<file path="config.mk">
export PLATFORM = sky130hd
export DESIGN_NAME = bhd_engine_flat
export DESIGN_NICKNAME = d
export VERILOG_FILES = /design/src/rtl/core/bhd_pkg.sv /design/src/rtl/core/bhd_req_if.sv /design/src/rtl/core/bhd_rsp_if.sv /design/src/rtl/core/bhd_engine.sv /design/src/flat_wrapper.sv
export SDC_FILE = /design/constraint.sdc
export NUM_CORES = 1
export LEC_CHECK = 0
export ABC_AREA = 1
export BUFFER_PORTS_ARGS = -buffer_cell sky130_fd_sc_hd__buf_2
export CAP_MARGIN = 20
export CELL_PAD_IN_SITES_DETAIL_PLACEMENT = 1
export CELL_PAD_IN_SITES_GLOBAL_PLACEMENT = 1
export CORE_ASPECT_RATIO = 1.1
export CORE_UTILIZATION = 35
export DETAILED_ROUTE_END_ITERATION = 8
export PLACE_DENSITY_LB_ADDON = 0.1
export RECOVER_POWER = 50
export SLEW_MARGIN = 20
export SYNTH_ARGS = -nofsm -noshare
export SYNTH_HDL_FRONTEND = slang
export SYNTH_SLANG_ARGS = --single-unit
</file>
<file path="constraint.sdc">
create_clock -name clk -period 5.9 [get_ports clk]
set_input_delay 1.18 -clock clk [delete_from_list [all_inputs] [get_ports clk]]
set_output_delay 1.18 -clock clk [all_outputs]
set_load 0.01 [all_outputs]
</file>
<file path="src/rtl/core/bhd_pkg.sv">
// Package with types and constants of the hop-distance unit
package bhd_pkg;

    localparam int MAX_NODES = 256;
    localparam int NODE_W    = $clog2(MAX_NODES);
    localparam int CNT_W     = NODE_W + 1;
    localparam int DIST_W    = NODE_W;
    localparam int QENT_W    = NODE_W + DIST_W;

    localparam logic [CNT_W-1:0]        NODE_COUNT_RST = CNT_W'(2);
    localparam logic signed [CNT_W-1:0] HOP_UNREACHED  = -(CNT_W'(1));
    localparam logic [DIST_W-1:0]       DIST_MAX       = '1;

    typedef logic [NODE_W-1:0]    node_t;
    typedef logic [DIST_W-1:0]    dist_t;
    typedef logic [MAX_NODES-1:0] row_t;

    typedef enum logic {
        REQ_ADD = 1'b0,
        REQ_RUN = 1'b1
    } req_kind_t;

    typedef enum logic [3:0] {
        ST_CLEAR,
        ST_IDLE,
        ST_ADD_RD_A,
        ST_ADD_WR_A,
        ST_ADD_RD_B,
        ST_ADD_WR_B,
        ST_RUN_START,
        ST_RUN_COMP,
        ST_DEQ,
        ST_DEQ_WAIT,
        ST_SCAN,
        ST_DONE
    } state_t;

    typedef struct packed {
        node_t node;
        dist_t depth;
    } qent_t;

    typedef struct packed {
        logic  we;
        node_t waddr;
        row_t  wdata;
        logic  re;
        node_t raddr;
    } adj_ctl_t;

    typedef struct packed {
        logic  we;
        node_t waddr;
        qent_t wdata;
        logic  re;
        node_t raddr;
    } q_ctl_t;

endpackage

</file>
<file path="src/rtl/core/bhd_req_if.sv">
// Request channel interface of the hop-distance unit
interface bhd_req_if;
    import bhd_pkg::*;

    logic             valid;
    logic             ready;
    logic             req_type;
    logic [CNT_W-1:0] node_a;
    logic [CNT_W-1:0] node_b;

    modport source (output valid, req_type, node_a, node_b, input ready);
    modport sink   (input valid, req_type, node_a, node_b, output ready);
endinterface

</file>
<file path="src/rtl/core/bhd_rsp_if.sv">
// Result channel interface of the hop-distance unit
interface bhd_rsp_if;
    import bhd_pkg::*;

    logic                    valid;
    logic                    ready;
    logic signed [CNT_W-1:0] hop_count;
    logic                    used_complement;

    modport source (output valid, hop_count, used_complement, input ready);
    modport sink   (input valid, hop_count, used_complement, output ready);
endinterface

</file>
<file path="src/rtl/core/bhd_engine.sv">
// Sequencer for edge loads, clearing pass and breadth-first search
module bhd_engine (
    input  logic                      clk,
    input  logic                      rst_n,
    input  logic                      cfg_wr_en,
    input  logic [bhd_pkg::CNT_W-1:0] cfg_wr_data,
    bhd_req_if.sink                   req,
    bhd_rsp_if.source                 rsp,
    output bhd_pkg::adj_ctl_t         adj_ctl,
    input  bhd_pkg::row_t             adj_rd,
    output bhd_pkg::q_ctl_t           q_ctl,
    input  bhd_pkg::qent_t            q_rd
);
    import bhd_pkg::*;

    state_t                  state_reg, state_next;
    node_t                   clr_cnt_reg, clr_cnt_next;
    logic [CNT_W-1:0]        node_count_reg, node_count_next;
    node_t                   na_reg, na_next;
    node_t                   nb_reg, nb_next;
    node_t                   n_last_reg, n_last_next;
    logic                    comp_reg, comp_next;
    logic                    found_reg, found_next;
    dist_t                   hop_reg, hop_next;
    logic [CNT_W-1:0]        head_reg, head_next;
    logic [CNT_W-1:0]        tail_reg, tail_next;
    node_t                   u_reg, u_next;
    dist_t                   d_reg, d_next;
    node_t                   v_reg, v_next;
    row_t                    reached_reg, reached_next;
    logic                    out_valid_reg, out_valid_next;
    logic signed [CNT_W-1:0] out_hop_reg, out_hop_next;
    logic                    out_comp_reg, out_comp_next;

    logic             accept;
    logic             ends_ok;
    logic [CNT_W-1:0] a_m1;
    logic [CNT_W-1:0] b_m1;
    logic [CNT_W-1:0] nc_m1;
    logic             nbr;
    logic             take;
    logic             last_v;
    logic             out_free;
    dist_t            d_inc;

    assign accept   = req.valid && req.ready;
    assign a_m1     = req.node_a - CNT_W'(1);
    assign b_m1     = req.node_b - CNT_W'(1);
    assign nc_m1    = node_count_reg - CNT_W'(1);
    assign ends_ok  = (req.node_a != '0) && (req.node_a <= CNT_W'(MAX_NODES))
                   && (req.node_b != '0) && (req.node_b <= CNT_W'(MAX_NODES));
    assign nbr      = comp_reg ? (!adj_rd[v_reg] && (v_reg != u_reg)) : adj_rd[v_reg];
    assign take     = !reached_reg[v_reg] && nbr;
    assign last_v   = (v_reg == n_last_reg);
    assign out_free = !out_valid_reg || rsp.ready;
    assign d_inc    = (d_reg == DIST_MAX) ? DIST_MAX : d_reg + DIST_W'(1);

    assign req.ready           = (state_reg == ST_IDLE);
    assign rsp.valid           = out_valid_reg;
    assign rsp.hop_count       = out_hop_reg;
    assign rsp.used_complement = out_comp_reg;

    always_comb
    begin
        state_next = state_reg;
        unique case (state_reg)
            ST_CLEAR:
            begin
                if (clr_cnt_reg == '1)
                begin
                    state_next = ST_IDLE;
                end
            end
            ST_IDLE:
            begin
                if (req.valid)
                begin
                    if (req.req_type == REQ_RUN)
                    begin
                        state_next = ST_RUN_START;
                    end
                    else if (ends_ok)
                    begin
                        state_next = ST_ADD_RD_A;
                    end
                end
            end
            ST_ADD_RD_A:  state_next = ST_ADD_WR_A;
            ST_ADD_WR_A:  state_next = ST_ADD_RD_B;
            ST_ADD_RD_B:  state_next = ST_ADD_WR_B;
            ST_ADD_WR_B:  state_next = ST_IDLE;
            ST_RUN_START: state_next = ST_RUN_COMP;
            ST_RUN_COMP:  state_next = ST_DEQ;
            ST_DEQ:
            begin
                state_next = (head_reg == tail_reg) ? ST_DONE : ST_DEQ_WAIT;
            end
            ST_DEQ_WAIT:  state_next = ST_SCAN;
            ST_SCAN:
            begin
                if (last_v)
                begin
                    state_next = take ? ST_DONE : ST_DEQ;
                end
            end
            ST_DONE:
            begin
                if (out_free)
                begin
                    state_next = ST_IDLE;
                end
            end
            default:      state_next = ST_IDLE;
        endcase
    end

    always_comb
    begin
        clr_cnt_next    = clr_cnt_reg;
        node_count_next = node_count_reg;
        na_next         = na_reg;
        nb_next         = nb_reg;
        n_last_next     = n_last_reg;
        comp_next       = comp_reg;
        found_next      = found_reg;
        hop_next        = hop_reg;
        head_next       = head_reg;
        tail_next       = tail_reg;
        u_next          = u_reg;
        d_next          = d_reg;
        v_next          = v_reg;
        reached_next    = reached_reg;
        out_valid_next  = out_valid_reg && !rsp.ready;
        out_hop_next    = out_hop_reg;
        out_comp_next   = out_comp_reg;
        adj_ctl         = '0;
        q_ctl           = '0;

        unique case (state_reg)
            ST_CLEAR:
            begin
                adj_ctl.we    = 1'b1;
                adj_ctl.waddr = clr_cnt_reg;
                clr_cnt_next  = clr_cnt_reg + NODE_W'(1);
            end
            ST_IDLE:
            begin
                if (accept)
                begin
                    na_next = a_m1[NODE_W-1:0];
                    nb_next = b_m1[NODE_W-1:0];
                    if (node_count_reg < CNT_W'(2))
                    begin
                        n_last_next = NODE_W'(1);
                    end
                    else if (node_count_reg > CNT_W'(MAX_NODES))
                    begin
                        n_last_next = NODE_W'(MAX_NODES - 1);
                    end
                    else
                    begin
                        n_last_next = nc_m1[NODE_W-1:0];
                    end
                end
            end
            ST_ADD_RD_A:
            begin
                adj_ctl.re    = 1'b1;
                adj_ctl.raddr = na_reg;
            end
            ST_ADD_WR_A:
            begin
                adj_ctl.we    = 1'b1;
                adj_ctl.waddr = na_reg;
                adj_ctl.wdata = adj_rd | (row_t'(1) << nb_reg);
            end
            ST_ADD_RD_B:
            begin
                adj_ctl.re    = 1'b1;
                adj_ctl.raddr = nb_reg;
            end
            ST_ADD_WR_B:
            begin
                adj_ctl.we    = 1'b1;
                adj_ctl.waddr = nb_reg;
                adj_ctl.wdata = adj_rd | (row_t'(1) << na_reg);
            end
            ST_RUN_START:
            begin
                reached_next    = row_t'(1);
                q_ctl.we        = 1'b1;
                q_ctl.waddr     = '0;
                q_ctl.wdata     = '0;
                head_next       = '0;
                tail_next       = CNT_W'(1);
                found_next      = 1'b0;
                adj_ctl.re      = 1'b1;
                adj_ctl.raddr   = '0;
            end
            ST_RUN_COMP:
            begin
                comp_next = adj_rd[n_last_reg];
            end
            ST_DEQ:
            begin
                if (head_reg != tail_reg)
                begin
                    q_ctl.re    = 1'b1;
                    q_ctl.raddr = head_reg[NODE_W-1:0];
                    head_next   = head_reg + CNT_W'(1);
                end
            end
            ST_DEQ_WAIT:
            begin
                u_next        = q_rd.node;
                d_next        = q_rd.depth;
                adj_ctl.re    = 1'b1;
                adj_ctl.raddr = q_rd.node;
                v_next        = '0;
            end
            ST_SCAN:
            begin
                if (take)
                begin
                    reached_next[v_reg] = 1'b1;
                    q_ctl.we            = 1'b1;
                    q_ctl.waddr         = tail_reg[NODE_W-1:0];
                    q_ctl.wdata         = '{node: v_reg, depth: d_inc};
                    tail_next           = tail_reg + CNT_W'(1);
                    if (last_v)
                    begin
                        found_next = 1'b1;
                        hop_next   = d_inc;
                    end
                end
                v_next = v_reg + NODE_W'(1);
            end
            ST_DONE:
            begin
                if (out_free)
                begin
                    out_valid_next = 1'b1;
                    out_hop_next   = found_reg ? $signed({1'b0, hop_reg}) : HOP_UNREACHED;
                    out_comp_next  = comp_reg;
                end
            end
            default:
            begin
                clr_cnt_next = clr_cnt_reg;
            end
        endcase

        if (cfg_wr_en)
        begin
            node_count_next = cfg_wr_data;
        end
    end

    always_ff @(posedge clk or negedge rst_n)
    begin
        if (!rst_n)
        begin
            state_reg      <= ST_CLEAR;
            clr_cnt_reg    <= '0;
            node_count_reg <= NODE_COUNT_RST;
            found_reg      <= 1'b0;
            head_reg       <= '0;
            tail_reg       <= '0;
            reached_reg    <= '0;
            out_valid_reg  <= 1'b0;
        end
        else
        begin
            state_reg      <= state_next;
            clr_cnt_reg    <= clr_cnt_next;
            node_count_reg <= node_count_next;
            found_reg      <= found_next;
            head_reg       <= head_next;
            tail_reg       <= tail_next;
            reached_reg    <= reached_next;
            out_valid_reg  <= out_valid_next;
        end
    end

    always_ff @(posedge clk)
    begin
        na_reg       <= na_next;
        nb_reg       <= nb_next;
        n_last_reg   <= n_last_next;
        comp_reg     <= comp_next;
        hop_reg      <= hop_next;
        u_reg        <= u_next;
        d_reg        <= d_next;
        v_reg        <= v_next;
        out_hop_reg  <= out_hop_next;
        out_comp_reg <= out_comp_next;
    end
endmodule

</file>
<file path="src/flat_wrapper.sv">
// flat-port wrapper written by rule: the top's interface ports become plain ports
module bhd_engine_flat import bhd_pkg::*;
  (clk, rst_n, cfg_wr_en, cfg_wr_data, adj_ctl, adj_rd, q_ctl, q_rd, req_valid, req_req_type, req_node_a, req_node_b, req_ready, rsp_valid, rsp_hop_count, rsp_used_complement, rsp_ready);
  bhd_req_if req_i ();
  bhd_rsp_if rsp_i ();
  input  logic clk;
  input  logic rst_n;
  input  logic cfg_wr_en;
  input  logic [bhd_pkg::CNT_W-1:0] cfg_wr_data;
  output bhd_pkg::adj_ctl_t adj_ctl;
  input  bhd_pkg::row_t adj_rd;
  output bhd_pkg::q_ctl_t q_ctl;
  input  bhd_pkg::qent_t q_rd;
  input wire logic [$bits(req_i.valid)-1:0] req_valid;
  input wire logic [$bits(req_i.req_type)-1:0] req_req_type;
  input wire logic [$bits(req_i.node_a)-1:0] req_node_a;
  input wire logic [$bits(req_i.node_b)-1:0] req_node_b;
  output wire logic [$bits(req_i.ready)-1:0] req_ready;
  output wire logic [$bits(rsp_i.valid)-1:0] rsp_valid;
  output wire logic [$bits(rsp_i.hop_count)-1:0] rsp_hop_count;
  output wire logic [$bits(rsp_i.used_complement)-1:0] rsp_used_complement;
  input wire logic [$bits(rsp_i.ready)-1:0] rsp_ready;
  assign req_i.valid = req_valid;
  assign req_i.req_type = req_req_type;
  assign req_i.node_a = req_node_a;
  assign req_i.node_b = req_node_b;
  assign req_ready = req_i.ready;
  assign rsp_valid = rsp_i.valid;
  assign rsp_hop_count = rsp_i.hop_count;
  assign rsp_used_complement = rsp_i.used_complement;
  assign rsp_i.ready = rsp_ready;
  bhd_engine u_core (.clk(clk), .rst_n(rst_n), .cfg_wr_en(cfg_wr_en), .cfg_wr_data(cfg_wr_data), .req(req_i), .rsp(rsp_i), .adj_ctl(adj_ctl), .adj_rd(adj_rd), .q_ctl(q_ctl), .q_rd(q_rd));
endmodule
</file>
Word-level counts from Yosys, hierarchy flattened
Cells that the tools add are included.
- bits in registers: 364
- bits of input ports: 305
- logic and storage cells: 131
- add/sub/neg operators: 8
- order comparisons: 7
- equal/unequal tests: 24
- shift operators: 2
- multiplexer cells: 40
- bitwise gates (word level): 3
- reductions and logical operators: 27
- operators by type and width (cell ; count):
    $pmux W256 S2 ; 2
    $or A256 B256 Y256 ; 3
    $shl A1 B8 Y256 const A ; 2
    $mux W256 ; 1
    $pmux W25 S2 ; 1
    $mux W9 ; 5
    $pmux W4 S11 ; 1
    $pmux W9 S2 ; 2
    $pmux W9 S4 ; 1
    $pmux W9 S3 ; 1
    $mux W25 ; 1
    $add A8 B1 Y8 const B ; 3
    $bmux W1 S8 ; 3
    $mux W4 ; 6
    $sub A8 B1 Y8 const B ; 3
    $add A9 B1 Y9 const B ; 2
    $le A9 B9 Y1 const B ; 2
    $lt A8 B9 Y1 const B ; 2
    $reduce_bool A9 Y1 ; 2
    $eq A4 B3 Y1 const B ; 4
    $eq A4 B4 Y1 const B ; 4
    $eq A8 B8 Y1 const B ; 2
    $mux W8 ; 2
    $pmux W8 S2 ; 1
    other kinds (25) ; 55

Longest topological paths before layout
Gate-level depths: netlist (run 1).
- depth after elaboration: 9
- gate-level depth with buffers: 22

Worst setup path after synthesis (run 1)
Ideal clock, no wire load.
- path type: input to output
- from: input port adj_rd[69]
- to: output port q_ctl[16] in the netlist's numbering
- data arrival time: 2.725 ns
- required time: 4.720 ns
- path slack: 1.995 ns
- stages on the path: 17
- cells stage by stage: inv_1 -> nand2_1 -> nand3_1 -> nand2_1 -> nand2_1 -> nand2_1 -> o21ai_0 -> nand2_1 -> nor2_1 -> nor2_1 -> nor2_1 -> nand3_1 -> nand2_1 -> nand2_1 -> buf_2 -> buf_2 -> a31oi_1
- RTL lines (element ; RTL line ; text):
    from (decl) ; flat_wrapper.sv:11 ; input bhd_pkg::row_t adj_rd;
    to (decl) ; flat_wrapper.sv:12 ; output bhd_pkg::q_ctl_t q_ctl;

==> results.txt, run 1 <==
- Result of the run: finished with violations
- Violations in the final reports: max-capacitance violations, max-slew violations
* Fraction of synthesized cell area taken by the top area cell type: 25.24%
- Top post-synthesis cells by area: sky130_fd_sc_hd__dfrtp_1 (25%), sky130_fd_sc_hd__nand2_1 (15%), sky130_fd_sc_hd__a21oi_1 (14%), sky130_fd_sc_hd__inv_1 (7.0%), sky130_fd_sc_hd__edfxtp_1 (6.9%)
* End point of the worst hold path: u_core.found_reg$_DFFE_PN0P_
- Combined global-route utilization of all metal layers: 38.44%
- The cell count after synthesis came out at 4,708.
* CP required: 4720 ps
- Clock slew at the register clock pins of the worst setup and hold paths: 60 ps
- Endpoint of the lowest-slack register-to-register path: u_core.hop_reg[5]$_DFFE_PP_
- Setup violations remaining at the end of the flow were counted as 0.
* Summed negative setup slack over all endpoints: 0 ps
- The detailed router finished its first iteration with 3,704 violations.
- The register with the most flip-flops in the layout has 256 of them.
* Number of filler cells placed in the layout: 11,230
- The worst hold path begins at u_core.found_reg$_DFFE_PN0P_.
* WL/cell: 27.00 µm
* Relative slew slack: -126.9%
- Per-cell via count in the routed design: 5.888
* FF-to-FF path depth: 17
* Final worst clock skew: 20.69 ps
* Overall overflow remaining after global route: 0
- Timing would allow up to 181.5 MHz.
- Area growth syn-to-layout: 18.53%
- Initial Utilization: 35.28%
- Die ar.: 85,020 µm²
* Total CTS buffers: 41
* Number of vias in the routed layout: 36,770
- Worst setup path startpoint: u_core.v_reg[0]$_SDFFCE_PN0P_
* Leakage power of the design: 0.01563 µW
* CTS Root Buffer Type: sky130_fd_sc_hd__clkbuf_16
- In the final layout, the share of cells above drive strength 1 is 15.83%.
- Across the VDD grid, the largest voltage drop is 0.0002725 V.
- Global-route layer with the greatest usage: met2
- Measured along the y axis, the die boundary spans 305.7 µm.
* Die outline width: 278.1 µm
* H-tree lvl count: 2
- Worst-case register-to-register setup slack: 490 ps
- GRT met1 Usage: 46.66%
- Power Density: 290.1 nW/µm²
- The longest clock path from root to sink contains 3 buffers.
- Commonest register cell after synthesis: sky130_fd_sc_hd__dfrtp_1
- In the final layout, the multi-input gates occupy 16,330 µm².
* Via count of the first global-routing pass: 35,820
* Final layout net count: 5,431
* Weighted congestion at the end of routability-driven global placement: 0.9917
* Most common cell in the netlist: sky130_fd_sc_hd__nand2_1
- Hold Crit Class: register to register
* Detail Placement HPWL: 115,500 µm
* Startpoint type of the worst setup path: register
- Dividing the synthesized area by the synthesized cell count gives 6.234 µm².
- Number of antenna violations at the first check in global routing: 37
- Synthesis warning total: 0
- Global routing used 7.146% of the available met3 tracks.
- Number of hold-slack violations in the final timing report: 0
- After detailed routing, the total wire length is 168,600 µm.
- The worst hold path was traced through 2 stages.
- Across all setup checks in the final design, the least slack found is 391.8 ps.
* PostCTS Resize Cnt: 0
* Row cnt: 111
- Entering global routing, the biggest net connects 226 pins.
- Arr. time, crit path: 4330 ps
- Post-CTS Repair Setup Buffers: 0
- Number of storage elements in the synthesis netlist: 364
- Wire length of the first global-routing pass: 245,000 µm
- For the pin with the worst max-slew slack, the measured transition is 3403 ps.
- TritonCTS built the clock tree.
- Standard cell core area: 83,190 µm²
- Number of instances in the placed design: 6,142
- In this run the count of I/O pins placed on the die edge is 625.
- Setup repair after global routing left no endpoint under its margin.
* TritonCTS Sinks: 364
* Worst setup slack before clock tree synthesis: 836.0 ps
- For this run, the detailed router's first-pass iteration total came to 6.
- Crit path max fanout: 158
- Summed over all instances, the cell type with the most area after synthesis is sky130_fd_sc_hd__dfrtp_1.
- The number of slew-limit violations in the final report was 508.
- Source of the worst register-to-register timing path: u_core.v_reg[0]$_SDFFCE_PN0P_
* Worst Setup End Kind: primary output
* Storage element area: 9445 µm²
- In the synthesized netlist the async set-or-reset flop fraction comes to 81.59%.
- Number of different library cells in the post-synthesis netlist: 46
- After detailed routing, the number of remaining DRC violations is 0.
- Top cell types by occurrence after synthesis: sky130_fd_sc_hd__nand2_1 (1,150), sky130_fd_sc_hd__a21oi_1 (800), sky130_fd_sc_hd__inv_1 (546)
- Syn nets: 5,027
- Max cap viols: 8
- In this run, post-CTS hold repair placed 0 buffers.
* Period utilization: 93.36%
* Met2 Use GR: 60.59%
- Once detail routing completed, the nets flagged for antenna violations numbered 0.
- The share of the Yosys chip area taken by registers is 32.18%.
- The smallest clock period supported by the final layout is computed as 5508 ps.
- Excluding fillers, the count of instances in the completed layout stands at 6,245.
- Cell area after synthesis: 29,350 µm²
- In this run the tool buffered the top-level ports with 624 buffer cells.
- The worst setup path is of the register to primary output kind.
- Post-synth EDFFs: 67
- The later pin in the worst-skew pair is clocked with a latency of 580 ps.
## worst max-delay path by stage
stage | depth (start not counted) | end | slack (ps)
after global routing | 7 | u_core.v_reg[0]$_SDFFCE_PN0P_ | 60
after global placement | 17 | q_ctl[16] | 920
final | 17 | q_ctl[16] | 390
after detailed placement | 17 | q_ctl[16] | 840
after floorplan | 17 | q_ctl[16] | 1990
after CTS | 17 | q_ctl[16] | 210
## layout make-up
class | count | share of cell area, %
Clock inverter | 9 | 0.2014
Inverter | 560 | 6.107
Timing Repair Buffer | 745 | 12.04
Sequential cell | 364 | 27.15
Tap cell | 1073 | 3.859
Multi-Input combinational cell | 3400 | 46.94
Clock buffer | 65 | 3.496
Antenna cell | 29 | 0.2086
## logic make-up after synthesis
| kind of cell | synth area share [%] |
|---|---|
| buffers and inverters | 12.75 |
| adder cells (fa/ha/maj) | 0.5968 |
| multiplexers | 0.1151 |
| XOR/XNOR | 1.253 |
| AO/OA/AOI/OAI | 24.75 |
| AND/OR/NAND/NOR | 28.34 |
| flip-flops | 32.18 |
## power breakdown
part	switching (µW)	internal (µW)	total, µW
Clock	1110	1420	2530
Combinational	3640	1160	4800
Sequential	88.9	2670	2760
## cells in the final DEF (no fill, tap or decap), drive strengths merged, types with 2 or more instances in the layout
cell / Yosys / routed
xnor2: 15 / 15
dfrtp: 296 / 296
a31oi: 6 / 6
nand4: 274 / 274
ha: 14 / 14
nor4: 6 / 6
a22oi: 2 / 2
nand2: 1151 / 1151
buf: 172 / 689
diode: 0 / 29
o221ai: 4 / 4
o211ai: 53 / 53
nor2: 270 / 270
clkbuf: 212 / 121
nor3: 30 / 30
mux2: 3 / 3
clkinv: 2 / 7
or2: 11 / 11
a21oi: 800 / 800
edfxtp: 67 / 67
inv: 558 / 559
nand3: 189 / 189
a221oi: 12 / 12
o31ai: 5 / 5
and2: 3 / 3
o22ai: 9 / 9
clkinvlp: 0 / 3
o21ai: 505 / 505
xor2: 27 / 27
a211oi: 4 / 4
## per-stage QoR
stage               util, %  hold slack, ps  total power, µW  area, µm²
CTS                   41.87           466.2            10010      34830
finish                41.82           467.4            10090      34790
global placement      40.32           440.4             7452      33540
global route          41.81           488.3            10410      34780
floorplan                 -           426.4             5234      29350
detailed placement    40.33           451.4             7458      33550
## metal layers
layer  routed length (µm)  up-vias
li1                     -    16540
met1                64720    17980
met2                76630     1695
met3                13010      536
met4                14160       16
met5                  110        -
## worst max-delay path, stage by stage, from the launching register on
cell,delay [ps]
sky130_fd_sc_hd__edfxtp_1,520
sky130_fd_sc_hd__buf_12,550
sky130_fd_sc_hd__buf_4,530
sky130_fd_sc_hd__a21oi_1,130
sky130_fd_sc_hd__o21ai_1,110
sky130_fd_sc_hd__nand2_1,70
sky130_fd_sc_hd__nand2_1,60
sky130_fd_sc_hd__nand2_1,60
sky130_fd_sc_hd__nor3_1,270
sky130_fd_sc_hd__nor2_1,70
sky130_fd_sc_hd__nor2_1,170
sky130_fd_sc_hd__nand2_1,100
sky130_fd_sc_hd__nand2_1,70
sky130_fd_sc_hd__nand2_1,60
sky130_fd_sc_hd__nor2_2,230
sky130_fd_sc_hd__nand2_4,280
sky130_fd_sc_hd__a31oi_1,240
sky130_fd_sc_hd__buf_2,160
Note: power is estimated with default switching activity, not from simulation.
==> run 2: changes to the inputs <==
Clock period 5.9 ns to 5.2 ns, I/O delays scaled along.
==> results.txt, run 2 (synthesis gave the netlist of run 1 again) <==
- The detailed router finished its first iteration with 3,704 violations.
- The number of antenna violations at the first check in global routing came to 31.
* Crit path max fanout: 17
* Worst hold path stage count: 2
- In the layout the commonest cells are sky130_fd_sc_hd__nand2_1 (1,149), sky130_fd_sc_hd__a21oi_1 (798), sky130_fd_sc_hd__buf_2 (575), sky130_fd_sc_hd__inv_1 (543), sky130_fd_sc_hd__dfrtp_1 (296).
- Final non-filler cell total: 6,280
* Vertical extent of the die: 305.7 µm
* Final-report setup violation count: 0
- Io pins: 625
* Final layout net count: 5,471
- From synthesis to final layout, the design area changed by 19.68%.
* End point of the worst hold path: u_core.reached_reg[0]$_DFFE_PN0P_
- Period utilization: 98.05%
- Source of the worst register-to-register timing path: u_core.n_last_reg[0]$_SDFFCE_PP1P_
- Result of the run: finished with violations
- In this run the clock root is driven by a sky130_fd_sc_hd__clkbuf_16.
* Flip-flop count of the largest register, all copies and words added: 256
- The min-delay analysis places its worst path in the category register to register.
- At the end of the flow the core is filled with cells to 42.23%.
- Worst Hold Margin: 468.0 ps
- The clock arrives with 19.78 ps of skew.
- Arr. time, crit path: 4060 ps
- Clock Latency Late Sink: 570 ps
- Measured in cells, the most critical reg-to-reg path has a length of 7.
- In this run the most critical hold path is launched from u_core.reached_reg[0]$_DFFE_PN0P_.
- Static timing analysis puts the maximum clock frequency at 196.1 MHz.
- Number of slew-limit violations in the final report: 281
- Delay of the slowest critical-path stage: 550 ps
- Walking the worst path, the cells encountered are inv_2, nor2_1, inv_2, nor2_4, inv_2, nand2_1, o21ai_1, inv_1, nand2_1, nor2_1, nand4_1, a21oi_1, buf_2.
- After detailed routing, the number of vias per cell comes to 5.871.
* Antenna Nets Post-Route: 0
* Overall overflow remaining after global route: 0
- Routability-driven placement finished with a final weighted congestion of 1.001.
* CTS tree: built
* Most frequent standard cell in the layout excluding fill and tap cells: sky130_fd_sc_hd__nand2_1
- Via count of the first global-routing pass: 35,950
- Slowest cell on the critical path: sky130_fd_sc_hd__a21oi_1
- The checks that failed: max-capacitance violations, max-slew violations.
- TritonCTS Sinks: 364
- The critical path in this run is classified as register to primary output.
* Leakage power of the design: 0.01588 µW
* Worst-case register-to-register setup slack: 310 ps
* Die outline width: 278.1 µm
- Cells with a size suffix above 1 make up 16.28% of the layout.
* Total iterations of the first detailed-routing run: 6
- Global routing consumed, over all layers together, 38.21% of the routing resources.
- Standard cell core area: 83,190 µm²
- H-tree lvl count: 2
* Clock slew at the register clock pins of the worst setup and hold paths: 60 ps
* Slew of the pin with the lowest slew margin: 2785 ps
* Max cap viols: 6
- I/O Buffers: 624
- Counting both buffers and inverters, the worst setup path holds a total of 5.
* Most numerous cell on the critical path: sky130_fd_sc_hd__inv_2
* Wire length of the first global-routing pass: 244,100 µm
- Number of vias in the routed layout: 36,870
* Post-route DRC: 0
- Worst IR Drop VDD: 0.0003764 V
- STA classifies the critical path endpoint as a primary output.
- Counting the buffers created by CTS gives 42.
- Aggregate routed wire length: 167,600 µm
- Number of instances in the placed design: 6,180
- Summed over all nets, the half-perimeter wirelength after detailed placement is 117,200 µm.
* Largest net degree at the start of global routing: 180
- For the worst setup path, the data required time is 4160 ps.
- Power Density: 328.1 nW/µm²
- In the final routed layout, each cell accounts on average for 26.69 µm.
* Total number of cells along the worst setup path: 13
- In this run the core area contains 111 standard-cell rows.
- Among cell families on the critical path, the largest total delay comes from simple AND/OR/NAND/NOR gates.
- In this run the cell area measured after placement is 33,840 µm².
- For the final routed database, the setup TNS stands at 0 ps.
- Final period demand of the worst path: 5099 ps
- Maximum buffer depth of the clock tree: 3
* Number of hold-slack violations in the final timing report: 0
- Relative slew slack: -85.68%
* Initial Utilization: 35.28%
* Die ar.: 85,020 µm²
- The endpoint identified for the worst register-to-register timing path is u_core.hop_reg[3]$_DFFE_PP_.
* Design area: 35,130 µm²
* Startpoint type of the worst setup path: register
- RSZ-0062 raised after global routing: false
[run 2: cell count changes in the layout (fill, tap and decap cells not counted), sizes merged]
cell / previous run / this run
clkbuf: 121 / 117
diode: 29 / 23
clkinv: 7 / 16
buf: 689 / 725
[run 2: power by group]
| group | leakage (µW) | internal, µW | switching (µW) |
|---|---|---|---|
| registers | 0.00472 | 3030 | 108 |
| logic | 0.0105 | 1390 | 4100 |
| clock network | 0.000654 | 1630 | 1270 |
[run 2: worst max-delay path by stage]
stage | from | endpoint | slack (ps)
after floorplan | adj_rd[69] | q_ctl[16] | 1570
after global placement | u_core.v_reg[0]$_SDFFCE_PN0P_ | q_ctl[16] | 510
after detailed placement | u_core.v_reg[0]$_SDFFCE_PN0P_ | q_ctl[16] | 510
after CTS | u_core.v_reg[1]$_SDFFCE_PN0P_ | q_ctl[16] | 6
after global routing | u_core.state_reg[0]$_DFFE_PN0P_ | adj_ctl[186] | 6
final | u_core.state_reg[0]$_DFFE_PN0P_ | adj_ctl[186] | 100
[run 2: layout make-up]
type	instances	area (µm²)
multi-input cells	3400	16280
fillers	11240	48060
diodes	23	57.56
inverters	560	2138
flip-flops and latches	364	9445
well taps	1073	1343
repair buffers	784	4548
clock buffers	58	1212
clock inverters	18	101.3
[run 2: per-stage QoR]
step	power, µW	worst slack [ps]
6_report	11530	101.2
5_1_grt	11910	6.004
4_1_cts	11420	6.123
3_5_place_dp	8494	508.7
3_3_place_gp	8474	509.8
2_1_floorplan	5939	1575
[run 2: repair_timing]
item,4_1_cts,5_1_grt
endpoints found under the hold margin,0,0
pin swaps,0,0
hold buffers,0,0
resized for setup,1,10
setup endpoints to repair,25,60
buffers inserted,1,0
[run 2: per-layer routing]
layer	up-vias	share of wire, %	track usage [%]
li1	16600	-	-
met1	18120	40	47.09
met5	-	0.050	0
met2	1676	46	61.02
met4	14	7.3	26.03
met3	463	7.3	6.474
[run 2: worst reg2reg max path, delay by kind of cell, from the launching register on]
kind                   cells  cell delay, ps
buffers and inverters      3            2570
and+or+nand+nor            4            1610
DFF                        1             330
